**config.mk**
```make
export PLATFORM = sky130hd
export DESIGN_NAME = utf8_validator_no_controls
export DESIGN_NICKNAME = d
export VERILOG_FILES = /design/src/rtl/u8v_pkg.sv /design/src/rtl/utf8_validator_no_controls.sv /design/src/rtl/u8v_decode.sv
export SDC_FILE = /design/constraint.sdc
export NUM_CORES = 1
export LEC_CHECK = 0
export ABC_AREA = 0
export ABC_CLOCK_PERIOD_IN_PS = 7900
export BUFFER_PORTS_ARGS = -buffer_cell sky130_fd_sc_hd__buf_2
export CAP_MARGIN = 20
export CORE_UTILIZATION = 35
export CTS_CLUSTER_SIZE = 20
export DETAILED_ROUTE_END_ITERATION = 12
export PLACE_DENSITY = 0.59
export SYNTH_ARGS = -nofsm -noshare
export SYNTH_HDL_FRONTEND = slang
export SYNTH_HIERARCHICAL = 1
export SYNTH_SLANG_ARGS = --single-unit
```
**constraint.sdc**
```tcl
create_clock -name clock -period 7.9 [get_ports clock]
set_clock_uncertainty 0.15 [all_clocks]
set_input_delay 0.79 -clock clock [delete_from_list [all_inputs] [get_ports clock]]
set_output_delay 0.79 -clock clock [all_outputs]
set_load 0.1 [all_outputs]
```
**src/rtl/u8v_pkg.sv**
```systemverilog
// Shared types, status codes and helper functions for the UTF-8 validator.
`default_nettype none

package u8v_pkg;

   // Sticky status codes reported on every result
   localparam logic [1:0] ST_NONE      = 2'd0;
   localparam logic [1:0] ST_MALFORMED = 2'd1;
   localparam logic [1:0] ST_CONTROL   = 2'd2;

   // Minimum legal value classes of an open sequence
   localparam logic [1:0] CLASS_TWO   = 2'd0;
   localparam logic [1:0] CLASS_THREE = 2'd1;
   localparam logic [1:0] CLASS_FOUR  = 2'd2;

   localparam logic [20:0] CP_MAX      = 21'h10FFFF;
   localparam logic [20:0] SURR_LO     = 21'h00D800;
   localparam logic [20:0] SURR_HI     = 21'h00DFFF;

   // Decoder state carried from byte to byte
   typedef struct packed {
      logic [1:0]  bytes_pending;
      logic [20:0] partial_point;
      logic [1:0]  min_point_class;
      logic [1:0]  first_error;
   } seq_state_type;

   localparam seq_state_type SEQ_RESET = '{
      bytes_pending:   2'd0,
      partial_point:   21'd0,
      min_point_class: CLASS_TWO,
      first_error:     ST_NONE
   };

   // One result item
   typedef struct packed {
      logic [20:0] cp_value;
      logic        point_ready;
      logic [1:0]  status;
      logic        string_done;
   } rsp_type;

   // Smallest code point that an open sequence of this class may encode
   function automatic logic [20:0] min_point(input logic [1:0] cls);
      logic [20:0] v;
      case (cls)
         CLASS_TWO:   v = 21'h000080;
         CLASS_THREE: v = 21'h000800;
         default:     v = 21'h010000;
      endcase
      return v;
   endfunction

   // C0 controls and DEL through the C1 controls
   function automatic logic is_control(input logic [20:0] cp);
      return (cp <= 21'h00001F) || (cp >= 21'h00007F && cp <= 21'h00009F);
   endfunction

endpackage

`default_nettype wire

```
**src/rtl/utf8_validator_no_controls.sv**
```systemverilog
// Top level of the streaming strict UTF-8 validator with control rejection.
`default_nettype none

// Takes one byte per cycle with a last-byte flag and returns exactly one result
// per byte: the completed code point (if any), the sticky first error of the
// string and an end-of-string marker. Sustained rate is one byte per clock;
// a byte's result is registered: it passes the input register, then the
// decode logic into the result register, before it is on the outputs. The
// decoder state is updated as each byte moves into the result register, so
// back-to-back bytes of the same sequence need no stall. Both channels stall
// only on rsp_ready low.
module utf8_validator_no_controls
   import u8v_pkg::*;
(
   input  wire logic        clock,
   input  wire logic        reset,
   input  wire logic        req_valid,
   output      logic        req_ready,
   input  wire logic [7:0]  req_byte_value,
   input  wire logic        req_last_byte,
   output      logic        rsp_valid,
   input  wire logic        rsp_ready,
   output      logic [20:0] rsp_cp_value,
   output      logic        rsp_point_ready,
   output      logic [1:0]  rsp_status,
   output      logic        rsp_string_done
);

   logic          in_valid_ff;
   logic [7:0]    in_byte_ff;
   logic          in_last_ff;
   seq_state_type state_ff;
   seq_state_type state_in;
   rsp_type       rsp_ff;
   rsp_type       rsp_in;
   logic          rsp_valid_ff;
   logic          out_open;
   logic          in_open;
   logic          advance;

   // Pipeline flow control: each register refills when its contents move on
   assign out_open  = !rsp_valid_ff || rsp_ready;
   assign advance   = in_valid_ff && out_open;
   assign in_open   = !in_valid_ff || out_open;
   assign req_ready = in_open;

   // Input register
   always_ff @(posedge clock) begin
      if (reset) begin
         in_valid_ff <= 1'b0;
      end else if (in_open) begin
         in_valid_ff <= req_valid;
      end
      if (in_open && req_valid) begin
         in_byte_ff <= req_byte_value;
         in_last_ff <= req_last_byte;
      end
   end

   u8v_decode u_decode (
      .byte_value (in_byte_ff),
      .last_byte  (in_last_ff),
      .cur_state  (state_ff),
      .next_state (state_in),
      .result     (rsp_in)
   );

   // Decoder state and result register
   always_ff @(posedge clock) begin
      if (reset) begin
         state_ff     <= SEQ_RESET;
         rsp_valid_ff <= 1'b0;
      end else begin
         if (advance) begin
            state_ff <= state_in;
         end
         if (out_open) begin
            rsp_valid_ff <= in_valid_ff;
         end
      end
      if (advance) begin
         rsp_ff <= rsp_in;
      end
   end

   assign rsp_valid       = rsp_valid_ff;
   assign rsp_cp_value    = rsp_ff.cp_value;
   assign rsp_point_ready = rsp_ff.point_ready;
   assign rsp_status      = rsp_ff.status;
   assign rsp_string_done = rsp_ff.string_done;

   // A code point is only emitted while the string is still clean
   a_point_clean: assert property (@(posedge clock) disable iff (reset)
      rsp_valid_ff && rsp_ff.point_ready |-> rsp_ff.status == ST_NONE)
      else $error("code point emitted with an error status");

   // Without a completed code point the value field is zero
   a_point_zero: assert property (@(posedge clock) disable iff (reset)
      rsp_valid_ff && !rsp_ff.point_ready |-> rsp_ff.cp_value == 21'd0)
      else $error("code point nonzero without point_ready");

   // An open sequence never coexists with a recorded error
   a_pending_clean: assert property (@(posedge clock) disable iff (reset)
      state_ff.bytes_pending != 2'd0 |-> state_ff.first_error == ST_NONE)
      else $error("bytes pending after an error");

   // The last byte of a string leaves the decoder in its reset state
   a_string_reset: assert property (@(posedge clock) disable iff (reset)
      advance && in_last_ff |=> state_ff == SEQ_RESET)
      else $error("state not cleared at end of string");

   // The result register only loads when the input register delivers
   a_rsp_source: assert property (@(posedge clock) disable iff (reset)
      !rsp_valid_ff && !in_valid_ff |=> !rsp_valid_ff)
      else $error("result appeared without an input transfer");

endmodule

`default_nettype wire

```
**src/rtl/u8v_decode.sv**
```systemverilog
// Next-state and result logic for one byte of the UTF-8 validator.
`default_nettype none

module u8v_decode
   import u8v_pkg::*;
(
   input  wire logic [7:0]    byte_value,
   input  wire logic          last_byte,
   input  wire seq_state_type cur_state,
   output seq_state_type      next_state,
   output rsp_type            result
);

   seq_state_type upd;
   logic [20:0]   cp_new;
   logic [20:0]   cp_out;
   logic          ready;

   // Code point after appending this byte's six payload bits
   assign cp_new = {cur_state.partial_point[14:0], byte_value[5:0]};

   always_comb begin
      upd    = cur_state;
      cp_out = '0;
      ready  = 1'b0;
      if (cur_state.first_error == ST_NONE) begin
         if (cur_state.bytes_pending == 2'd0) begin
            // Lead byte or single-byte code point
            if (byte_value inside {[8'h00:8'h7F]}) begin
               if (is_control({13'd0, byte_value})) begin
                  upd.first_error = ST_CONTROL;
               end else begin
                  cp_out = {13'd0, byte_value};
                  ready  = 1'b1;
               end
            end else if (byte_value inside {[8'hC2:8'hDF]}) begin
               upd.bytes_pending   = 2'd1;
               upd.partial_point   = {16'd0, byte_value[4:0]};
               upd.min_point_class = CLASS_TWO;
            end else if (byte_value inside {[8'hE0:8'hEF]}) begin
               upd.bytes_pending   = 2'd2;
               upd.partial_point   = {17'd0, byte_value[3:0]};
               upd.min_point_class = CLASS_THREE;
            end else if (byte_value inside {[8'hF0:8'hF4]}) begin
               upd.bytes_pending   = 2'd3;
               upd.partial_point   = {18'd0, byte_value[2:0]};
               upd.min_point_class = CLASS_FOUR;
            end else begin
               upd.first_error = ST_MALFORMED;
            end
         end else if (byte_value[7:6] != 2'b10) begin
            // Expected a continuation byte
            upd             = SEQ_RESET;
            upd.first_error = ST_MALFORMED;
         end else begin
            upd.partial_point = cp_new;
            upd.bytes_pending = cur_state.bytes_pending - 2'd1;
            if (cur_state.bytes_pending == 2'd1) begin
               // Sequence complete: range checks, then control check
               if (cp_new < min_point(cur_state.min_point_class) ||
                   (cp_new >= SURR_LO && cp_new <= SURR_HI) || cp_new > CP_MAX) begin
                  upd.first_error = ST_MALFORMED;
               end else if (is_control(cp_new)) begin
                  upd.first_error = ST_CONTROL;
               end else begin
                  cp_out = cp_new;
                  ready  = 1'b1;
               end
               upd.bytes_pending   = 2'd0;
               upd.partial_point   = '0;
               upd.min_point_class = CLASS_TWO;
            end
         end
         // String ends inside a sequence
         if (last_byte && upd.bytes_pending != 2'd0 && upd.first_error == ST_NONE) begin
            upd.first_error = ST_MALFORMED;
         end
      end
   end

   assign result.cp_value    = cp_out;
   assign result.point_ready = ready;
   assign result.status      = upd.first_error;
   assign result.string_done = last_byte;

   // A finished string returns everything to its reset value
   assign next_state = last_byte ? SEQ_RESET : upd;

endmodule

`default_nettype wire

```
== After elaboration in Yosys (flattened, before gate mapping) ==
Index checks and enable logic that the tools add are counted.

* Bits in registers: 57
* Input bits: 13
* Output and inout port bits: 27
* Logic and storage cells: 102

* Add/subtract/negate cells: 1
* Magnitude comparators: 18
* Equality and inequality tests: 5
* Mux-type cells: 37
* Reductions and logical operators: 29

{| class="wikitable"
|+ Operators by type and width
! cell !! count
|-
| two-way mux 21 bit || 10
|-
| two-way mux 27 bit || 6
|-
| two-way mux 25 bit || 4
|-
| one-hot mux 17 bit (2 select lines) || 1
|-
| less-or-equal comparator 8 bit, second input constant || 4
|-
| >= comparator 8 bit, second input constant || 3
|-
| >= comparator 21 x 16 -> 1 bit, second input constant || 1
|-
| >= comparator 21 x 7 -> 1 bit, second input constant || 1
|-
| greater-than comparator 21 bit, second input constant || 1
|-
| less-or-equal comparator 21 x 16 -> 1 bit, second input constant || 1
|-
| less-or-equal comparator 21 x 5 -> 1 bit, second input constant || 1
|-
| less-or-equal comparator 21 x 8 -> 1 bit, second input constant || 1
|-
| less-than comparator 21 bit || 1
|-
| two-way mux 2 bit || 8
|-
| logical AND 1 bit || 11
|-
| >= comparator 8 x 1 -> 1 bit, second input constant || 1
|-
| >= comparator 8 x 7 -> 1 bit, second input constant || 1
|-
| less-or-equal comparator 8 x 5 -> 1 bit, second input constant || 1
|-
| less-or-equal comparator 8 x 7 -> 1 bit, second input constant || 1
|-
| logical NOT 2 bit || 4
|-
| two-way mux 8 bit || 1
|-
| two-way mux 1 bit || 7
|-
| logical OR 1 bit || 6
|-
| inequality test 5 bit, second input constant || 1
|-
| 10 further kinds || 13
|}

== Longest topological paths before layout ==
Gate-level depths: netlist of run 1.

* Depth in word-level cells: 20
* Mapped depth: 10
* Gate-level depth less buffers: 9

== Hierarchy ==
Netlist of run 1, hierarchy kept.

{| class="wikitable"
|+ Modules (own cells, without submodules)
! module !! instances !! cells an instance !! area an instance (µm²) !! seq. area each (µm²)
|-
| utf8_validator_no_controls || 1 || 161 || 2,322.2 || 1,601.5
|-
| u8v_decode || 1 || 168 || 1,066.0 || 0.0
|}

== Least setup slack after synthesis of run 1 ==
OpenSTA, ideal clock, no wires.

* Path type: register to output
* Start: register rsp_valid_ff, in the netlist rsp_valid
* End: output port req_ready
* Data arrival time: 1.821 ns
* Data required time: 6.960 ns
* Path slack: 5.139 ns
* Cell stages (with the launch flop): 3
* Path buffers: 0
* Path through: dfxtp_1 > nor2b_4 > nand2_1

* Longest elaborated chain between the ends: 3

{| class="wikitable"
|+ Ends and longest elaborated chain
! what !! RTL line !! source
|-
| from (decl) || utf8_validator_no_controls.sv:36 || <nowiki>logic rsp_valid_ff;</nowiki>
|-
| from (signal assigned) || utf8_validator_no_controls.sv:78 || <nowiki>rsp_valid_ff <= in_valid_ff;</nowiki>
|-
| logical NOT 1 bit || utf8_validator_no_controls.sv:42 || <nowiki>assign out_open = !rsp_valid_ff || rsp_ready;</nowiki>
|-
| logical OR 1 bit || utf8_validator_no_controls.sv:42 ||
|-
| logical OR 1 bit || utf8_validator_no_controls.sv:44 || <nowiki>assign in_open = !in_valid_ff || out_open;</nowiki>
|-
| to (decl) || utf8_validator_no_controls.sv:18 || <nowiki>output logic req_ready,</nowiki>
|}

No other way between the ends.

==> flow_summary.toml, run 1 <==
[final_layout]
drive_above_1_share_pct = 20.4
final_nets = 341
num_antenna_cells = 0
fill_cells = 823
final-seq-area_um2 = 1480
multi_input_area_um2 = 1430
finalInstanceArea_um2 = 3510
final_util_pct = 42.0
syn_to_final_growth_pct = 14.4

[floorplan]
core_area_um2 = 8340
dieArea_um2 = 9140
die_w_um = 95.6
die_h_um = 95.6
num_rows = 33
start_util_pct = 36.8
io_pins = 40

[routing]
wirelength_um = 6290
drc = 0
wl_per_cell_um = 14.5
firstDrtPassIters = 4
vias_per_cell = 5.16
ant_nets = 0
vias = 2240
drt-initial-drc-count = 153

[setup_path]
rrSetupSlack_ps = 4950
worstPathRequired_ps = 8010
critPathArrivalTime_ps = 3060
start_kind = "register"
crit_path_end_kind = "register"
path_class = "register to register"
worstPathMaxFanout = 11
rr_worst_depth = 9

[pwr]
powerDensity_nw_per_um2 = 209
fin_total_pwr_uw = 733
vdd_drop_max_uv = 86.0
leakagePower_nw = 1.30

[cts]
clkTransAtPathRegs_ps = 60
cts_buffers = 9
cts_resized = 0
root_buffer = "clkbuf_8"
cts.sinks = 57
cts_htree_levels = 3
cts_setup_buffers = 0
cts_tree = "done"
clockBufferDepth = 2
clk_latency_ps = 340
ctsHoldBuffers = 0

[timing]
setup_ws_ps = 4950
rsz0062_at_grt = "false"
slew_viol_final = 0
relSlewSlack_pct = 35.6
finalHoldViolCount = 0
finalSetupViolations = 0
tightestPinTransition_ps = 966
timing.final.crit_share_pct = 37.3
fmax_mhz = 339
post-route-min-period_ps = 2950
timing.setup.tns_ps = 0

[synthesis]
syn_nets = 310
synth.avg_cell_area_um2 = 10.5
synth_area_um2 = 3070
ys_warn_count = 6
syn_inst = 293

[global_route]
grt_max_degree = 47
grt_pass1_vias = 2087
grtUsageMet2_pct = 23.6
antenna_found_initial = 0
grt_first_pass_wirelength_um = 10300
busiest_layer = "met2"
grt_usage_pct = 15.2
grt_overflow = 0
grt_use_met1_pct = 19.1
gr-usage-met3_pct = 4.55

[run]
max_cap_violations = 0

[worst_hold_path]
hold_path_class = "register to register"
min_path_cells = 2

[placement]
dp_slack_ps = 4960
port_buffers = 39
place_area_um2 = 3280
gp_congestion = 0.930
dp_hpwl_um = 4240

[outcome]
status = "completed"
[final timing paths]
path,start,to
max,state_ff[25],state_ff[11]
min,state_ff[26],state_ff[26]
max reg2reg,state_ff[25],state_ff[11]
min reg2reg,state_ff[26],state_ff[26]
[layout make-up]
| class | instances | area share [%] |
|---|---|---|
| clock buffer | 13 | 4.53 |
| clock inverter | 3 | 1.82 |
| inverter | 11 | 1.18 |
| multi-input combinational | 205 | 40.7 |
| sequential | 57 | 42.3 |
| tap | 105 | 3.75 |
| timing repair buffer | 40 | 5.78 |
[critical path, stage by stage, from the launching register on]
cell and delay, ps:
dfxtp_1 400, inv_1 90, ha_1 350, nor3b_1 510
nand2_1 220, nor2_1 570, a22oi_1 210, nor2_1 160
nand2b_1 80, mux2i_1 130
[flip-flops by register name, summed over array words and instances, names as in the netlist]
| signal | count |
|---|---|
| in_valid_ff | 1 |
| in_last_ff | 1 |
| rsp_string_done | 1 |
| rsp_point_ready | 1 |
| rsp_status | 2 |
| rsp_cp_value | 21 |
| rsp_valid | 1 |
| in_byte_ff | 8 |
| state_ff | 21 |
[cells in the final DEF (no fill, tap or decap), types with 2 or more instances in the layout]
cell and count:
nor2b_1 6, clkbuf_8 11, clkbuf_1 2, nand2b_1 45, nor2b_4 2, a41oi_1 2, mux2i_1 22, nand3_1 2
edfxtp_1 34, a22oi_1 10, o41ai_1 2, nor3_1 3, a21o_1 2, bufinv_16 2, buf_2 39, nor4_1 2
nor3b_1 2, and2_1 11, or3_1 3, a21oi_1 8, inv_1 10, a211oi_1 5, ha_1 4, nor2_1 26
a22o_1 4, and2_4 4, dfxtp_1 23, or4_1 4, nand2_1 11
[power by group]
part	internal, mW	switching (mW)	total [mW]	leakage [nW]
Sequential	0.325	0.00825	0.334	0.514
Combinational	0.0230	0.0696	0.0926	0.675
Clock	0.194	0.113	0.307	0.111
Total	0.543	0.191	0.733	1.30
[through the flow]
step	hold slack, ps	cells
detailed placement	340	418
global placement	327	418
CTS	351	434
global route	365	434
floorplan	312	293
finish	346	434
[routing by layer]
metal	vias up	wire [µm]	part of all wire, %
met5	-	0	0
met4	0	125	2.0
met3	10	268	4.3
met2	53	2940	47
met1	1068	2960	47
li1	1109	-	-
Power figures use the tool's default switching activity.
==> run 2: changes to the inputs <==
ABC_CLOCK_PERIOD_IN_PS = 2500   (was 7900)
PLACE_DENSITY = 0.61   (was 0.59)
clock period = 2.5 ns   (was 7.9 ns; I/O delays follow)
==> flow_summary.toml, run 2 (same netlist as run 1, synthesis figures left out) <==
[setup_path]
crit_path_end = "rsp_cp_value[6]"
cp_common_cell = "or4_4"
critPathSlowestCell = "or4_4"
start_kind = "register"
rr_worst_depth = 5
cp.depth = 5
reg2reg_to = "rsp_cp_value[6]"
cp_top_family = "simple AND/OR/NAND/NOR gates"
path_class = "register to register"
regToRegStartpoint = "state_ff[18]"
critPathArrivalTime_ps = 2350
path_cells = "or4_4 -> or4_4 -> o2111a_2 -> a31oi_4 -> nor2_1"
crit_path_end_kind = "register"
critPathMaxStageDelay_ps = 540
rrSetupSlack_ps = 80
worstPathMaxFanout = 8
worstPathRequired_ps = 2430
crit_buf_inv = 0
crit_start = "state_ff[18]"

[global_route]
grt_pass1_vias = 2266
grt_max_degree = 47
antenna_found_initial = 0
grt_usage_pct = 16.3
grt_first_pass_wirelength_um = 11100
grt_overflow = 0

[final_layout]
final_nets = 382
layout_common_cells = "45 x nand2b_1, 39 x buf_2, 34 x edfxtp_1"
drive_above_1_share_pct = 27.3
final_util_pct = 45.7
layout_commonest_cell = "nand2b_1"
syn_to_final_growth_pct = 24.3
final_cells = 475
num_antenna_cells = 0
finalInstanceArea_um2 = 3810

[timing]
finalSetupViolations = 0
finalHoldViolCount = 0
setup_ws_ps = 78.8
timing.setup.tns_ps = 0
rsz0062_at_grt = "true"
post-route-min-period_ps = 2420
fmax_mhz = 413
slew_viol_final = 0
tightestPinTransition_ps = 672
timing.final.crit_share_pct = 96.8
relSlewSlack_pct = 55.2

[cts]
cts.sinks = 57
clkTransAtPathRegs_ps = 60
cts_tree = "done"
clk_latency_ps = 340
root_buffer = "clkbuf_8"
clockBufferDepth = 2
cts_htree_levels = 3
cts_buffers = 9

[worst_hold_path]
hold_path_class = "input pin to register"

[placement]
place_area_um2 = 3520
dp_slack_ps = 61.8
port_buffers = 39
dp_hpwl_um = 4550
dp.cells = 449
gp_congestion = 0.855

[routing]
drc = 0
vias_per_cell = 5.00
wl_per_cell_um = 14.0
drt-initial-drc-count = 93
wirelength_um = 6670
ant_nets = 0
firstDrtPassIters = 4
vias = 2373

[floorplan]
io_pins = 40
num_rows = 33
dieArea_um2 = 9140
die_w_um = 95.6
start_util_pct = 36.8
core_area_um2 = 8340
die_h_um = 95.6

[pwr]
vdd_drop_max_uv = 252
leakagePower_nw = 1.48
powerDensity_nw_per_um2 = 576

[outcome]
status = "completed"

[run]
max_cap_violations = 0
==> run 2: changes by cell type in the layout (fill, tap and decap cells not counted), sizes merged <==
cell	previous run	this run
bufinv	2	1
clkinvlp	0	2
clkinv	1	3
dlygate4sd3	0	10
buf	40	71
clkbuf	13	10
==> run 2: per-layer routing <==
layer	track usage, %	vias up	share of wire, %
li1	-	1190	-
met1	20.9	1143	48
met2	25.8	30	47
met3	3.19	10	2.2
met4	9.08	0	2.2
met5	0	-	0
==> run 2: area by class of cell <==
class | count | area (µm²)
well taps | 105 | 131
repair buffers | 81 | 536
clock inverters | 6 | 58.8
multi-input cells | 205 | 1440
fillers | 812 | 4530
flip-flops and latches | 57 | 1480
clock buffers | 10 | 128
inverters | 11 | 41.3
==> run 2: power by group <==
group          leakage, nW  internal [mW]  total, mW  switching (mW)
logic                0.878         0.0967      0.330           0.234
registers            0.514           1.03       1.05          0.0180
clock network       0.0897          0.453      0.820           0.367
total                 1.48           1.58       2.20           0.619
==> run 2: how the worst min path moves through the flow <==
| stage | cells past startpoint | slack, ps | end | start |
|---|---|---|---|---|
| final | 4 | 80 | rsp_valid | rsp_ready |
| after global routing | 4 | 120 | in_valid_ff | rsp_ready |
| after CTS | 4 | 70 | rsp_valid | rsp_ready |
| after detailed placement | 1 | 280 | in_last_ff | req_last_byte |
| after floorplan | 0 | 200 | in_byte_ff[0] | req_byte_value[0] |
| after global placement | 1 | 280 | in_byte_ff[7] | req_byte_value[7] |
==> run 2: metrics by stage <==
| step | hold WS [ps] | power [mW] |
|---|---|---|
| after floorplan | 199 | 1.32 |
| after CTS | 70.5 | 2.22 |
| after global routing | 122 | 2.29 |
| final | 76.6 | 2.20 |
| after global placement | 278 | 1.38 |
| after detailed placement | 278 | 1.39 |
==> run 2: worst register-to-register path, cell delays in order, from the launching register on <==
cell and delay (ps):
dfxtp_1 310, or4_4 540, or4_4 490, o2111a_2 290, a31oi_4 300, nor2_1 80
==> run 2: what timing repair did <==
item,CTS,global route
buffers inserted,0,0
resized for setup,0,2
hold endpoints to repair,10,0
endpoints found under the setup margin,0,13
hold buffers,10,0
==> run 3: changes to the inputs <==
CELL_PAD_IN_SITES_DETAIL_PLACEMENT = 0   (was default)
CELL_PAD_IN_SITES_GLOBAL_PLACEMENT = 1   (was default)
PLACE_DENSITY = 0.73   (was 0.61)
==> flow_summary.toml, run 3 (same netlist as run 1, synthesis figures left out) <==
[routing]
wl_per_cell_um = 14.1
dr_wl_met2_um = 3090
vias = 2420
wirelength_um = 6690
firstDrtPassIters = 4
ant_nets = 0
drt-initial-drc-count = 152
wl_met1_um = 3220
drc = 0
dr.max_layer_used = "met4"
vias_per_cell = 5.09
route.met3.wl_um = 266

[setup_path]
cp_common_cell = "or4_4"
worstPathRequired_ps = 2450
reg2reg_to = "rsp_cp_value[17]"
cp_top_family = "simple AND/OR/NAND/NOR gates"
worstPathMaxFanout = 14
rr_worst_depth = 5
crit_buf_inv = 0
critPathSlowestCell = "or4_4"
path_class = "register to register"
critPathMaxStageDelay_ps = 530
critPathArrivalTime_ps = 2360
regToRegStartpoint = "state_ff[17]"
crit_path_end_kind = "register"
path_cells = "or4_4 -> or4_4 -> o2111a_2 -> and3_4 -> and2_1"
rrSetupSlack_ps = 90
start_kind = "register"
crit_start = "state_ff[17]"

[placement]
port_buffers = 39
dp_slack_ps = 33.8
gp_congestion = 0.848
dp.cells = 448
dp_hpwl_um = 4520
place_area_um2 = 3520

[final_layout]
fill_cells = 795
multi_input_area_um2 = 1450
final-seq-area_um2 = 1480
layout_common_cells = "45 x nand2b_1, 39 x buf_2, 34 x edfxtp_1"
final_nets = 382
final_util_pct = 46.0
finalInstanceArea_um2 = 3830
drive_above_1_share_pct = 27.8
layout_commonest_cell = "nand2b_1"
syn_to_final_growth_pct = 25.1
final_cells = 475
num_antenna_cells = 0

[floorplan]
die_h_um = 95.6
io_pins = 40
core_area_um2 = 8340
num_rows = 33
die_w_um = 95.6
start_util_pct = 36.8
dieArea_um2 = 9140

[timing]
timing.final.crit_share_pct = 96.5
relSlewSlack_pct = 63.1
slew_viol_final = 0
setup_ws_ps = 87.6
post-route-min-period_ps = 2410
fmax_mhz = 415
finalSetupViolations = 0
tightestPinTransition_ps = 554
rsz0062_at_grt = "true"
finalHoldViolCount = 0

[global_route]
grt_first_pass_wirelength_um = 11500
grt_overflow = 0
grt_max_degree = 47
grt_usage_pct = 16.7
grt_pass1_vias = 2255
antenna_found_initial = 0

[pwr]
power.switching_uw = 619
pwr-share-clk_pct = 37.0
vdd_drop_max_uv = 239
netSwitchingFraction_pct = 28.2
power_frac_seq_pct = 47.6
p_comb_share_pct = 15.3
leakagePower_nw = 1.49
powerDensity_nw_per_um2 = 574
intPower_mw = 1.58
fin_total_pwr_mw = 2.20

[worst_hold_path]
hold_path_class = "input pin to register"
min_path_cells = 4
holdPathEnd = "rsp_valid"
hold_path_startpoint = "rsp_ready"

[cts]
cts_tree = "done"
clk_latency_ps = 350
clkTransAtPathRegs_ps = 60
cts_htree_levels = 3
cts_buffers = 9
cts.sinks = 57
clockBufferDepth = 2
root_buffer = "clkbuf_8"

[run]
max_cap_violations = 0

[outcome]
status = "completed"
run 3: cell type report:
type | count | share of cell area (%)
Clock buffer | 11 | 3.43
Tap cell | 105 | 3.43
Multi-Input combinational cell | 205 | 37.9
Inverter | 11 | 1.08
Sequential cell | 57 | 38.7
Timing Repair Buffer | 81 | 14.3
Clock inverter | 5 | 1.24
run 3: worst max-delay path by stage:
| stage | end | slack (ps) | depth (start not counted) |
|---|---|---|---|
| 6_report | rsp_cp_value[17] | 90 | 5 |
| 5_1_grt | state_ff[0] | -50 | 7 |
| 4_1_cts | rsp_cp_value[20] | 20 | 5 |
| 3_5_place_dp | rsp_cp_value[17] | 30 | 5 |
| 3_3_place_gp | rsp_cp_value[6] | 60 | 5 |
| 2_1_floorplan | rsp_cp_value[12] | 20 | 6 |
run 3: stage by stage:
| stage | setup TNS (ps) | hold slack, ps |
|---|---|---|
| CTS | 0 | 60.8 |
| finish | 0 | 68.9 |
| global placement | 0 | 278 |
| floorplan | 0 | 199 |
| global route | -93.2 | 84.8 |
| detailed placement | 0 | 278 |
run 3: power by group through the flow:
stage	Clock [mW]	Combinational, mW	Sequential [mW]
after floorplan	0	0.128	1.19
after global placement	0	0.319	1.07
after detailed placement	0	0.320	1.07
after CTS	0.841	0.333	1.05
after global routing	0.882	0.357	1.05
final	0.815	0.337	1.05
run 3: worst register-to-register path, delay by kind of cell, from the launching register on:
family          cells  cell delay (ps)
compound gates      1              290
flops               1              330
simple gates        4             1400
run 3: metal layers:
layer | global-route usage (%) | vias to the layer above
li1 | - | 1193
met5 | 0 | -
met1 | 22.0 | 1167
met2 | 26.0 | 48
met3 | 4.55 | 12
met4 | 6.34 | 0
run 3: what timing repair did:
item / 4_1_cts / 5_1_grt
hold endpoints to repair: 10 / 0
setup buffers: 0 / 1
endpoints found under the setup margin: 0 / 29
hold buffers: 10 / 0
resized for setup: 0 / 6
